$ cat src/sv/multi_timer_expiry_table_assert.svh
// Assertion macros shared by the timer table RTL.
// TMR_ASSERT_IMP checks an overlapping implication and TMR_ASSERT_NXT a
// next-cycle implication, both disabled while reset is held.
`ifndef MULTI_TIMER_EXPIRY_TABLE_ASSERT_SVH
`define MULTI_TIMER_EXPIRY_TABLE_ASSERT_SVH

`ifndef ASSERT_OFF
`define TMR_ASSERT_IMP(lbl, clk, rst_n, pre, post) \
    lbl: assert property (@(posedge clk) disable iff (!rst_n) (pre) |-> (post)) \
        else $error("timer table check failed");
`define TMR_ASSERT_NXT(lbl, clk, rst_n, pre, post) \
    lbl: assert property (@(posedge clk) disable iff (!rst_n) (pre) |=> (post)) \
        else $error("timer table check failed");
`else
`define TMR_ASSERT_IMP(lbl, clk, rst_n, pre, post)
`define TMR_ASSERT_NXT(lbl, clk, rst_n, pre, post)
`endif

`endif

$ cat src/sv/tmr_pkg.sv
`timescale 1ns / 1ps
`default_nettype none

package tmr_pkg;

    localparam int TIMER_COUNT  = 8;
    localparam int PAYLOAD_BITS = 32;

    localparam int TIME_W      = 32;
    localparam int CNT_W       = 32;
    localparam int ID_W        = 4;
    localparam int MODE_W      = 2;
    localparam int WORD_W      = 32;
    localparam int TIMER_IDX_W = (TIMER_COUNT > 1) ? $clog2(TIMER_COUNT) : 1;
    localparam int PAY_W       = (PAYLOAD_BITS < WORD_W) ? PAYLOAD_BITS : WORD_W;
    localparam int DIV_CNT_W   = $clog2(TIME_W);

    typedef logic [TIMER_IDX_W-1:0] t_tmr_idx;
    typedef logic [TIMER_COUNT-1:0] t_tmr_mask;

    typedef enum logic [MODE_W-1:0] {
        MODE_START   = 2'd0,
        MODE_CANCEL  = 2'd1,
        MODE_PROCESS = 2'd2
    } t_mode;

    typedef enum logic [1:0] {
        S_IDLE,
        S_PICK,
        S_EXEC,
        S_DIV
    } t_state;

    typedef struct packed {
        logic [MODE_W-1:0] mode;
        logic [ID_W-1:0]   slot_id;
        logic [TIME_W-1:0] now_ms;
        logic [TIME_W-1:0] span_ms;
        logic              repeat_req;
        logic [WORD_W-1:0] event_payload;
    } t_req;

    typedef struct packed {
        logic              ok;
        logic              fired;
        logic [ID_W-1:0]   fired_id;
        logic [WORD_W-1:0] fired_payload;
        logic [TIME_W-1:0] stamp_ms;
        logic              last;
        logic [CNT_W-1:0]  arm_total;
        logic [CNT_W-1:0]  cancel_total;
        logic [CNT_W-1:0]  expiry_total;
    } t_rsp;

    typedef struct packed {
        logic busy;
        logic done;
    } t_div_stat;

endpackage

`default_nettype wire

$ cat src/sv/tmr_req_if.sv
`timescale 1ns / 1ps
`default_nettype none

interface tmr_req_if;
    logic          valid;
    logic          ready;
    tmr_pkg::t_req payload;

    modport source (output valid, output payload, input ready);
    modport sink (input valid, input payload, output ready);
endinterface

`default_nettype wire

$ cat src/sv/tmr_rsp_if.sv
`timescale 1ns / 1ps
`default_nettype none

interface tmr_rsp_if;
    logic          valid;
    logic          ready;
    tmr_pkg::t_rsp payload;

    modport source (output valid, output payload, input ready);
    modport sink (input valid, input payload, output ready);
endinterface

`default_nettype wire

$ cat src/sv/tmr_rem_unit.sv
`timescale 1ns / 1ps
`default_nettype none

// Restoring remainder unit: one quotient bit per cycle.
module tmr_rem_unit (
    input  logic                      i_clk,
    input  logic                      i_rst_n,
    input  logic                      i_start,
    input  logic [tmr_pkg::TIME_W-1:0] i_dividend,
    input  logic [tmr_pkg::TIME_W-1:0] i_divisor,
    output tmr_pkg::t_div_stat        o_stat,
    output logic [tmr_pkg::TIME_W-1:0] o_rem
);
    import tmr_pkg::*;

    logic                 r_busy;
    logic                 r_done;
    logic [DIV_CNT_W-1:0] r_cnt;
    logic [TIME_W-1:0]    r_dvd;
    logic [TIME_W-1:0]    r_dvs;
    logic [TIME_W-1:0]    r_rem;

    logic [TIME_W:0]      rem_sh;
    logic [TIME_W:0]      diff;
    logic [TIME_W-1:0]    n_rem;

    always_comb begin
        rem_sh = {r_rem, r_dvd[TIME_W-1]};
        diff   = rem_sh - {1'b0, r_dvs};
        n_rem  = diff[TIME_W] ? rem_sh[TIME_W-1:0] : diff[TIME_W-1:0];
    end

    always_ff @(posedge i_clk) begin
        if (!i_rst_n) begin
            r_busy <= 1'b0;
            r_done <= 1'b0;
            r_cnt  <= '0;
        end else begin
            r_done <= !i_start && r_busy && (r_cnt == '0);
            if (i_start) begin
                r_busy <= 1'b1;
                r_cnt  <= DIV_CNT_W'(TIME_W - 1);
            end else if (r_busy) begin
                if (r_cnt == '0) begin
                    r_busy <= 1'b0;
                end else begin
                    r_cnt <= r_cnt - 1'b1;
                end
            end
        end
    end

    always_ff @(posedge i_clk) begin
        if (i_start) begin
            r_dvd <= i_dividend;
            r_dvs <= i_divisor;
            r_rem <= '0;
        end else if (r_busy) begin
            r_dvd <= r_dvd << 1;
            r_rem <= n_rem;
        end
    end

    assign o_stat.busy = r_busy;
    assign o_stat.done = r_done;
    assign o_rem       = r_rem;

endmodule

`default_nettype wire

$ cat src/sv/multi_timer_expiry_table.sv
`timescale 1ns / 1ps
`default_nettype none

// Table of TIMER_COUNT one-shot or periodic timers driven by request
// transactions. A start request arms a timer at now plus delay, a cancel
// request clears an active timer, and a process request scans the table in id
// order and returns one response per expired timer (the final one flagged
// last), or a single quiet response when nothing is due. The block takes one
// request at a time and is not ready while it works on one. Start, cancel and
// unknown requests, and a process request with nothing due, pass from the
// idle state, where they are accepted, to one execute step that loads the
// response register. A process request with expiries adds a pick step and
// an execute step for every expired timer; for an expired periodic timer
// the block then waits on a bit-serial remainder unit that retires one bit
// of the 32-bit elapsed time per cycle and then hands back the remainder.
// A stalled response holds the block in its execute step.
// There is no clearing pass after reset.
module multi_timer_expiry_table (
    input  logic       i_clk,
    input  logic       i_rst_n,
    tmr_req_if.sink    i_req,
    tmr_rsp_if.source  o_rsp
);
    import tmr_pkg::*;

    `include "multi_timer_expiry_table_assert.svh"

    // Sequencer and latched request.
    t_state             r_state;
    t_state             n_state;
    t_req               r_req;
    t_tmr_mask          r_mask;
    t_tmr_mask          n_mask;
    t_tmr_idx           r_idx;
    t_tmr_idx           n_idx;

    // Timer table. The flags are reset; the rest is only read while the
    // matching active flag is set.
    t_tmr_mask          r_active;
    t_tmr_mask          r_periodic;
    logic [TIME_W-1:0]  r_deadline [TIMER_COUNT];
    logic [TIME_W-1:0]  r_period   [TIMER_COUNT];
    logic [PAY_W-1:0]   r_payload  [TIMER_COUNT];

    logic [CNT_W-1:0]   r_arm_cnt;
    logic [CNT_W-1:0]   n_arm_cnt;
    logic [CNT_W-1:0]   r_cancel_cnt;
    logic [CNT_W-1:0]   n_cancel_cnt;
    logic [CNT_W-1:0]   r_exp_cnt;
    logic [CNT_W-1:0]   n_exp_cnt;

    // Response register.
    logic               r_out_valid;
    logic               n_out_valid;
    t_rsp               r_out;
    t_rsp               n_out;

    // Table write strobes and helpers.
    logic               wr_arm;
    logic               wr_clr;
    logic               wr_deadline;
    logic               div_start;
    t_div_stat          div_stat;
    logic [TIME_W-1:0]  div_rem;
    logic [TIME_W-1:0]  elapsed;
    t_tmr_mask          due_mask;
    t_tmr_mask          rest_mask;
    t_tmr_idx           low_idx;
    logic               out_free;
    logic               out_load;
    logic               fire_load;
    logic               id_in_range;
    logic               start_ok;
    logic               cancel_ok;

    // Due timers are found once, against the incoming time, at acceptance.
    // The scan only moves deadlines of timers it has already visited, so the
    // mask stays valid for the rest of the process request and also tells
    // whether a given expiry is the last one.
    always_comb begin
        for (int i = 0; i < TIMER_COUNT; i++) begin
            due_mask[i] = r_active[i] && (i_req.payload.now_ms >= r_deadline[i]);
        end
    end

    always_comb begin
        low_idx = '0;
        for (int i = TIMER_COUNT - 1; i >= 0; i--) begin
            if (r_mask[i]) begin
                low_idx = TIMER_IDX_W'(i);
            end
        end
    end

    assign rest_mask   = r_mask & ~(t_tmr_mask'(1) << r_idx);
    assign id_in_range = (32'(r_req.slot_id) < 32'(TIMER_COUNT));
    assign start_ok    = id_in_range && (r_req.span_ms != '0);
    assign cancel_ok   = id_in_range && r_active[r_idx];
    assign out_free    = !r_out_valid || o_rsp.ready;
    assign fire_load   = out_load && n_out.fired;

    // A firing timer satisfies now >= deadline, so the elapsed time never
    // borrows.
    assign elapsed     = r_req.now_ms - r_deadline[r_idx];

    // The remainder of the elapsed time over the period gives the catch-up:
    // deadline + (q + 1) * period equals now - remainder + period.
    tmr_rem_unit u_rem (
        .i_clk      (i_clk),
        .i_rst_n    (i_rst_n),
        .i_start    (div_start),
        .i_dividend (elapsed),
        .i_divisor  (r_period[r_idx]),
        .o_stat     (div_stat),
        .o_rem      (div_rem)
    );

    always_ff @(posedge i_clk) begin
        if (!i_rst_n) begin
            r_state <= S_IDLE;
        end else begin
            r_state <= n_state;
        end
    end

    always_comb begin
        n_state      = r_state;
        n_mask       = r_mask;
        n_idx        = r_idx;
        n_arm_cnt    = r_arm_cnt;
        n_cancel_cnt = r_cancel_cnt;
        n_exp_cnt    = r_exp_cnt;
        n_out_valid  = r_out_valid && !o_rsp.ready;
        n_out        = r_out;
        out_load     = 1'b0;
        wr_arm       = 1'b0;
        wr_clr       = 1'b0;
        wr_deadline  = 1'b0;
        div_start    = 1'b0;

        unique case (r_state)
            S_IDLE: begin
                if (i_req.valid) begin
                    n_idx  = i_req.payload.slot_id[TIMER_IDX_W-1:0];
                    n_mask = due_mask;
                    if ((i_req.payload.mode == MODE_PROCESS) && (due_mask != '0)) begin
                        n_state = S_PICK;
                    end else begin
                        n_state = S_EXEC;
                    end
                end
            end
            S_PICK: begin
                n_idx   = low_idx;
                n_state = S_EXEC;
            end
            S_EXEC: begin
                if (out_free) begin
                    out_load    = 1'b1;
                    n_out_valid = 1'b1;
                    n_out       = '0;
                    n_out.last  = 1'b1;
                    n_state     = S_IDLE;
                    unique case (r_req.mode)
                        MODE_START: begin
                            n_out.ok = start_ok;
                            if (start_ok) begin
                                wr_arm    = 1'b1;
                                n_arm_cnt = r_arm_cnt + 1'b1;
                            end
                        end
                        MODE_CANCEL: begin
                            n_out.ok = cancel_ok;
                            if (cancel_ok) begin
                                wr_clr       = 1'b1;
                                n_cancel_cnt = r_cancel_cnt + 1'b1;
                            end
                        end
                        MODE_PROCESS: begin
                            n_out.ok = 1'b1;
                            if (r_mask != '0) begin
                                n_exp_cnt           = r_exp_cnt + 1'b1;
                                n_out.fired         = 1'b1;
                                n_out.fired_id      = ID_W'(r_idx);
                                n_out.fired_payload = WORD_W'(r_payload[r_idx]);
                                n_out.stamp_ms      = r_req.now_ms;
                                n_out.last          = (rest_mask == '0);
                                n_mask              = rest_mask;
                                if (r_periodic[r_idx] && (r_period[r_idx] != '0)) begin
                                    div_start = 1'b1;
                                    n_state   = S_DIV;
                                end else begin
                                    // One-shot timers, and the unreachable
                                    // zero-period case, retire here.
                                    wr_clr  = 1'b1;
                                    n_state = (rest_mask != '0) ? S_PICK : S_IDLE;
                                end
                            end
                        end
                        default: begin
                            n_out.ok = 1'b0;
                        end
                    endcase
                    n_out.arm_total    = n_arm_cnt;
                    n_out.cancel_total = n_cancel_cnt;
                    n_out.expiry_total = n_exp_cnt;
                end
            end
            S_DIV: begin
                if (div_stat.done) begin
                    wr_deadline = 1'b1;
                    n_state     = (r_mask != '0) ? S_PICK : S_IDLE;
                end
            end
            default: begin
                n_state = S_IDLE;
            end
        endcase
    end

    // Control state.
    always_ff @(posedge i_clk) begin
        if (!i_rst_n) begin
            r_mask       <= '0;
            r_active     <= '0;
            r_periodic   <= '0;
            r_arm_cnt    <= '0;
            r_cancel_cnt <= '0;
            r_exp_cnt    <= '0;
            r_out_valid  <= 1'b0;
        end else begin
            r_mask       <= n_mask;
            r_arm_cnt    <= n_arm_cnt;
            r_cancel_cnt <= n_cancel_cnt;
            r_exp_cnt    <= n_exp_cnt;
            r_out_valid  <= n_out_valid;
            if (wr_arm) begin
                r_active[r_idx]   <= 1'b1;
                r_periodic[r_idx] <= r_req.repeat_req;
            end else if (wr_clr) begin
                r_active[r_idx]   <= 1'b0;
            end
        end
    end

    // Payload state.
    always_ff @(posedge i_clk) begin
        r_idx <= n_idx;
        r_out <= n_out;
        if ((r_state == S_IDLE) && i_req.valid) begin
            r_req <= i_req.payload;
        end
        if (wr_arm) begin
            r_deadline[r_idx] <= r_req.now_ms + r_req.span_ms;
            r_period[r_idx]   <= r_req.span_ms;
            r_payload[r_idx]  <= r_req.event_payload[PAY_W-1:0];
        end else if (wr_deadline) begin
            r_deadline[r_idx] <= r_req.now_ms - div_rem + r_period[r_idx];
        end
    end

    assign i_req.ready   = (r_state == S_IDLE);
    assign o_rsp.valid   = r_out_valid;
    assign o_rsp.payload = r_out;

    // The remainder unit must be running for the whole catch-up step.
    `TMR_ASSERT_IMP(a_div_running, i_clk, i_rst_n, r_state == S_DIV, div_stat.busy || div_stat.done)
    // The pending expiry set only shrinks when a response is loaded.
    `TMR_ASSERT_NXT(a_mask_hold_div, i_clk, i_rst_n, r_state == S_DIV, r_mask == $past(r_mask))
    // A timer is picked only when some expiry is still pending.
    `TMR_ASSERT_IMP(a_pick_pending, i_clk, i_rst_n, r_state == S_PICK, r_mask != '0)
    // Every reported expiry bumps the expiry count by exactly one.
    `TMR_ASSERT_NXT(a_fire_counts, i_clk, i_rst_n, fire_load, r_exp_cnt == $past(r_exp_cnt) + 32'd1)

endmodule

`default_nettype wire

$ cat src/flat_wrapper.sv
// flat-port wrapper written by rule: the top's interface ports become plain ports
module multi_timer_expiry_table_flat import tmr_pkg::*;
  (i_clk, i_rst_n, i_req_valid, i_req_payload, i_req_ready, o_rsp_valid, o_rsp_payload, o_rsp_ready);
  tmr_req_if i_req_i ();
  tmr_rsp_if o_rsp_i ();
  input  logic i_clk;
  input  logic i_rst_n;
  input wire logic [$bits(i_req_i.valid)-1:0] i_req_valid;
  input wire logic [$bits(i_req_i.payload)-1:0] i_req_payload;
  output wire logic [$bits(i_req_i.ready)-1:0] i_req_ready;
  output wire logic [$bits(o_rsp_i.valid)-1:0] o_rsp_valid;
  output wire logic [$bits(o_rsp_i.payload)-1:0] o_rsp_payload;
  input wire logic [$bits(o_rsp_i.ready)-1:0] o_rsp_ready;
  assign i_req_i.valid = i_req_valid;
  assign i_req_i.payload = i_req_payload;
  assign i_req_ready = i_req_i.ready;
  assign o_rsp_valid = o_rsp_i.valid;
  assign o_rsp_payload = o_rsp_i.payload;
  assign o_rsp_i.ready = o_rsp_ready;
  multi_timer_expiry_table u_core (.i_clk(i_clk), .i_rst_n(i_rst_n), .i_req(i_req_i), .o_rsp(o_rsp_i));
endmodule
$ cat config.mk
export PLATFORM = sky130hd
export DESIGN_NAME = multi_timer_expiry_table_flat
export DESIGN_NICKNAME = d
export VERILOG_FILES = /design/src/sv/tmr_pkg.sv /design/src/sv/tmr_req_if.sv /design/src/sv/tmr_rsp_if.sv /design/src/sv/tmr_rem_unit.sv /design/src/sv/multi_timer_expiry_table.sv /design/src/flat_wrapper.sv
export VERILOG_INCLUDE_DIRS = /design/src /design/src/sv
export SDC_FILE = /design/constraint.sdc
export NUM_CORES = 2
export LEC_CHECK = 0
export BUFFER_PORTS_ARGS = -buffer_cell sky130_fd_sc_hd__buf_2
export CAP_MARGIN = 20
export CORE_UTILIZATION = 40
export DETAILED_ROUTE_END_ITERATION = 8
export HOLD_SLACK_MARGIN = 0.05
export PLACE_DENSITY_LB_ADDON = 0.1
export SKIP_CTS_REPAIR_TIMING = 1
export SLEW_MARGIN = 20
export SYNTH_ARGS = -nofsm -noshare
export SYNTH_HDL_FRONTEND = slang
export SYNTH_HIERARCHICAL = 1
export SYNTH_SLANG_ARGS = --single-unit
$ cat constraint.sdc
create_clock -name i_clk -period 9 [get_ports i_clk]
set_clock_uncertainty 0.1 [all_clocks]
set_input_delay 0.9 -clock i_clk [delete_from_list [all_inputs] [get_ports i_clk]]
set_output_delay 0.9 -clock i_clk [all_outputs]
set_load 0.05 [all_outputs]
# Word level (Yosys, flattened, before mapping)
# Memories as Yosys holds them, arrays and structs flattened. A register that Yosys moved wholly into a read port is not among the register bits.
# Cells that the tools add are included.
[totals]
elab_cells = 192
reg_bits = 499
ramBits = 768
memories = 3
output_inout_bits = 169
[memory_table]
columns = ["name", "words", "width", "read_ports", "rd_ports_with_merged_regs", "wr", "line", "text"]
rows = [
  ["u_core.r_deadline", 8, 32, 9, 1, 1, "multi_timer_expiry_table.sv:41", "logic [TIME_W-1:0] r_deadline [TIMER_COUNT];"],
  ["u_core.r_payload", 8, 32, 1, 1, 1, "multi_timer_expiry_table.sv:43", "logic [PAY_W-1:0] r_payload [TIMER_COUNT];"],
  ["u_core.r_period", 8, 32, 1, 1, 1, "multi_timer_expiry_table.sv:42", "logic [TIME_W-1:0] r_period [TIMER_COUNT];"],
]
[classes]
add_sub_neg = 9
mux = 79
bitwise = 6
eq_ne = 12
shift = 1
order_cmp = 11
reduce_logical = 40
[op_table]
columns = ["operator", "count"]
rows = [
  ["32-bit two-way mux", 10],
  ["32-bit greater-or-equal comparator", 8],
  ["32-bit by 1-bit adder with 32-bit output, second input constant", 3],
  ["70-bit two-way mux", 1],
  ["32-bit adder", 2],
  ["32-bit nonzero test", 2],
  ["32-bit subtractor", 2],
  ["8-bit two-way mux", 6],
  ["3-bit two-way mux", 12],
  ["33-bit by 32-bit subtractor with 33-bit output", 1],
  ["1-bit two-way mux", 31],
  ["8-bit nonzero test", 3],
  ["1-bit logical AND", 17],
  ["8-bit bitwise AND", 2],
  ["8-bit inverter", 2],
  ["8-bit one-hot mux with 2 select lines", 1],
  ["5-bit two-way mux", 3],
  ["2-bit two-way mux", 7],
  ["8-bit bitwise mux", 1],
  ["2-bit equality test, second input constant", 4],
  ["8-bit zero test", 1],
  ["8-bit OR", 1],
  ["2-bit one-hot mux with 4 select lines", 1],
  ["2-bit AND reduction", 4],
  ["21 further kinds", 33],
]

# Longest topological paths before layout
[depth]
depth_word = 11
depth_mapped = 20
depth_no_buf = 16

# Modules after synthesis
# The synthesis kept the hierarchy.
[modules_own_cells]
columns = ["mod", "cells_each", "seq_area_each_um2", "n_inst", "area_each_um2"]
rows = [
  ["multi_timer_expiry_table", 4170, 33662.3, 1, 57202.4],
  ["tmr_rem_unit", 579, 2702.6, 1, 5891.9],
]

# Worst setup path after synthesis
# Ideal clock, no wire load.
[synth_path]
path_type = "input to register"
from = "input o_rsp_ready"
to = "register u_core.r_arm_cnt[11]"
arrival_ns = 7.037
path_buffers = 3
path_slack_ns = 1.748
setup_time_ns = 0.115
cell_stages = 9
path_cell_list = "nand2b_1 > nand2b_1 > clkbuf_1 > inv_1 > clkbuf_1 > buf_1 > nand2_1 > xnor2_1 > and2_1"
[synth_via]
elab_chain_len = 2
[synth_rtl]
columns = ["element", "line", "text"]
rows = [
  ["from (decl)", "flat_wrapper.sv:13", "input wire logic [$bits(o_rsp_i.ready)-1:0] o_rsp_ready;"],
  ["1-bit logical OR", "multi_timer_expiry_table.sv:99", "assign out_free = !r_out_valid || o_rsp.ready;"],
  ["2-bit AND reduction (no source line)", "-", ""],
  ["to (signal assigned)", "multi_timer_expiry_table.sv:233", "r_arm_cnt <= n_arm_cnt;"],
  ["to (decl)", "multi_timer_expiry_table.sv:45", "logic [CNT_W-1:0] r_arm_cnt;"],
]
# No other way between the ends.
# A chain may end at the register's enable or synchronous reset.

==> impl_metrics.toml <==
[routing]
first_iter_violations = 2567
drc = 0
drt_pass1_iterations = 5
num_vias = 39090
viasPerCell = 5.386
wl_per_cell_um = 24.24
antenna_left = 0
wl_um = 175900

[global_route]
antenna_found_initial = 8
grt-ovfl-total = 0
grt_pass1_vias = 39130
grt_util_all_layers_pct = 22.07
grt_max_degree = 86
grt_pass1_wl_um = 259000

[clocking]
clockBufferDepth = 3
htree_levels = 4
cts_root_buffer = "clkbuf_16"
tritoncts = "yes"
clk_pin_slew_ns = 0.06
clock_latency_ns = 0.80
cts_sinks = 1266
numCtsBuffers = 143

[setup_path]
rrSetupSlack_ns = 2.56
worstPathArrival_ns = 6.81
reg2reg_to = "u_core/r_deadline[6][30]"
cp-start-kind = "flip-flop"
cp-end-kind = "flip-flop"
path_max_fanout = 32
cp_data_required_time_ns = 9.37
r2r_cells = 15
crit_type = "reg -> reg"

[sta]
min_period_ns = 6.442
worst_pin_slew_ns = 1.093
rsz0062_at_grt = "no"
hold_violations = 0
drv_slew = 0
clock.fmax_mhz = 155.2
setup_viol = 0
slew_headroom_pct = 25.23
setup-tns-final_ns = 0
period_share_pct = 71.57

[placement]
gp_congestion = 0.8818
place_inst = 6997
hpwlAfterDp_um = 122200
io_buffers = 274

[synthesis]
yosysWarnings = 6
syn-mean-instance-area_um2 = 13.29
synth_cells = 4748
synthesis.nets = 5280
synth_area_um2 = 63090

[finish]
final_cells = 7257
fill_cells = 14110
fin_util_pct = 45.93
layout-drive-gt1-share_pct = 16.29
final_nets = 5617
syn_to_final_growth_pct = 13.87

[pwr]
p_leak_nw = 27.70
power_density_nw_per_um2 = 201.8
ir_worst_vdd_mv = 0.1921

[floorplan]
coreArea_um2 = 156400
fp.dieW_um = 399.1
rows = 145
die_y_um = 399.1
start_util_pct = 40.34
dieArea_um2 = 159300
io-pin-count = 276

[hold_path]
whs_path_depth = 1
hold_class = "in -> reg"
min-delay-start = "i_req_payload[20]"
holdPathEnd = "u_core/r_req[20]"

[run]
maxCapViolCount = 0

[outcome]
outcome = "completed"
worst max-delay path, cell delays in order (launching register included):
cell and delay, ns:
dfxtp_4 0.52, buf_4 0.55, mux4_2 0.57, mux2i_1 0.62
fa_1 0.54, inv_1 0.07, ha_1 0.22, nand3_1 0.12
nor2_1 0.20, o21ai_0 0.27, a21oi_1 0.35, a2111oi_2 0.12
o41ai_1 0.84, a21oi_1 0.19, xor2_1 0.17, o21ai_0 0.62
area by class of cell:
cell class	count	area [µm²]	area share, %
multi-input cells	2876	24490	34.10
clock inverters	90	1089	1.515
well taps	2058	2575	3.585
flip-flops and latches	1266	36380	50.64
repair buffers	341	1889	2.630
inverters	457	1728	2.405
diodes	1	2.502	0.003484
clock buffers	168	3682	5.126
per-stage QoR:
step | instance area [µm²] | hold WS, ns | power [mW] | setup slack, ns
after floorplan | 63090 | 0.3540 | 8.107 | 1.748
after CTS | 71820 | 0.1117 | 14.66 | 2.554
after detailed placement | 67050 | 0.3759 | 8.731 | 2.563
final | 71840 | 0.1753 | 14.49 | 2.558
after global routing | 71840 | 0.1313 | 15.05 | 2.262
after global placement | 67020 | 0.3668 | 8.722 | 2.653
cells in the final DEF, fill, tap and decap left out, types with 43 or more instances in the layout:
master,n
edfxtp_1,1101
buf_2,273
nor3_1,51
nor2_1,265
mux2_2,48
ha_1,391
nand2_1,260
a21boi_0,43
clkbuf_16,143
nand3_1,103
mux4_2,187
inv_1,455
dfxtp_1,162
a21oi_1,175
a21o_1,77
and2_1,93
buf_4,66
xor2_1,101
mux2i_1,95
o21ai_0,159
xnor2_1,165
and3_1,54
nand4_1,65
where the power goes:
| group | switching [mW] | leakage [nW] | total (mW) | internal, mW |
|---|---|---|---|---|
| Clock | 2.49 | 2.31 | 5.90 | 3.41 |
| Combinational | 1.21 | 14.0 | 1.90 | 0.689 |
| Sequential | 0.127 | 11.4 | 6.69 | 6.57 |
routing by layer:
layer  up-vias  part of all wire, %  wire, µm  global-route usage (%)
met5         -                0.019        34                       0
li1      18410                    -         -                       -
met3       210                  4.8      8502                   3.759
met4         6                  2.3      4090                   5.862
met2       970                   49     86530                   37.71
met1     19490                   44     76770                   28.89
sequential cells by signal, summed over array words and instances, names as in the netlist, 5 cells and up, named ones only:
name / flops
u_core/r_period: 256
u_core/u_rem/o_rem: 32
u_core/r_payload: 256
u_core/r_mask: 8
u_core/o_rsp.payload: 166
u_core/u_rem/r_cnt: 5
u_core/u_rem/r_dvs: 32
u_core/u_rem/r_dvd: 32
u_core/r_exp_cnt: 32
u_core/r_periodic: 8
u_core/r_req: 100
u_core/r_cancel_cnt: 32
u_core/r_deadline: 256
u_core/r_arm_cnt: 32
worst max-delay path by stage:
stage / from / endpoint / cells after the start
5_1_grt: flip-flop / u_core/r_deadline[6][30] / 15
3_5_place_dp: flip-flop / u_core/r_deadline[4][30] / 15
3_3_place_gp: flip-flop / u_core/r_deadline[5][26] / 15
2_1_floorplan: o_rsp_ready / u_core/r_arm_cnt[11] / 9
6_report: flip-flop / u_core/r_deadline[6][30] / 15
4_1_cts: flip-flop / u_core/r_deadline[3][26] / 15
(Power assumes the default switching activity.)
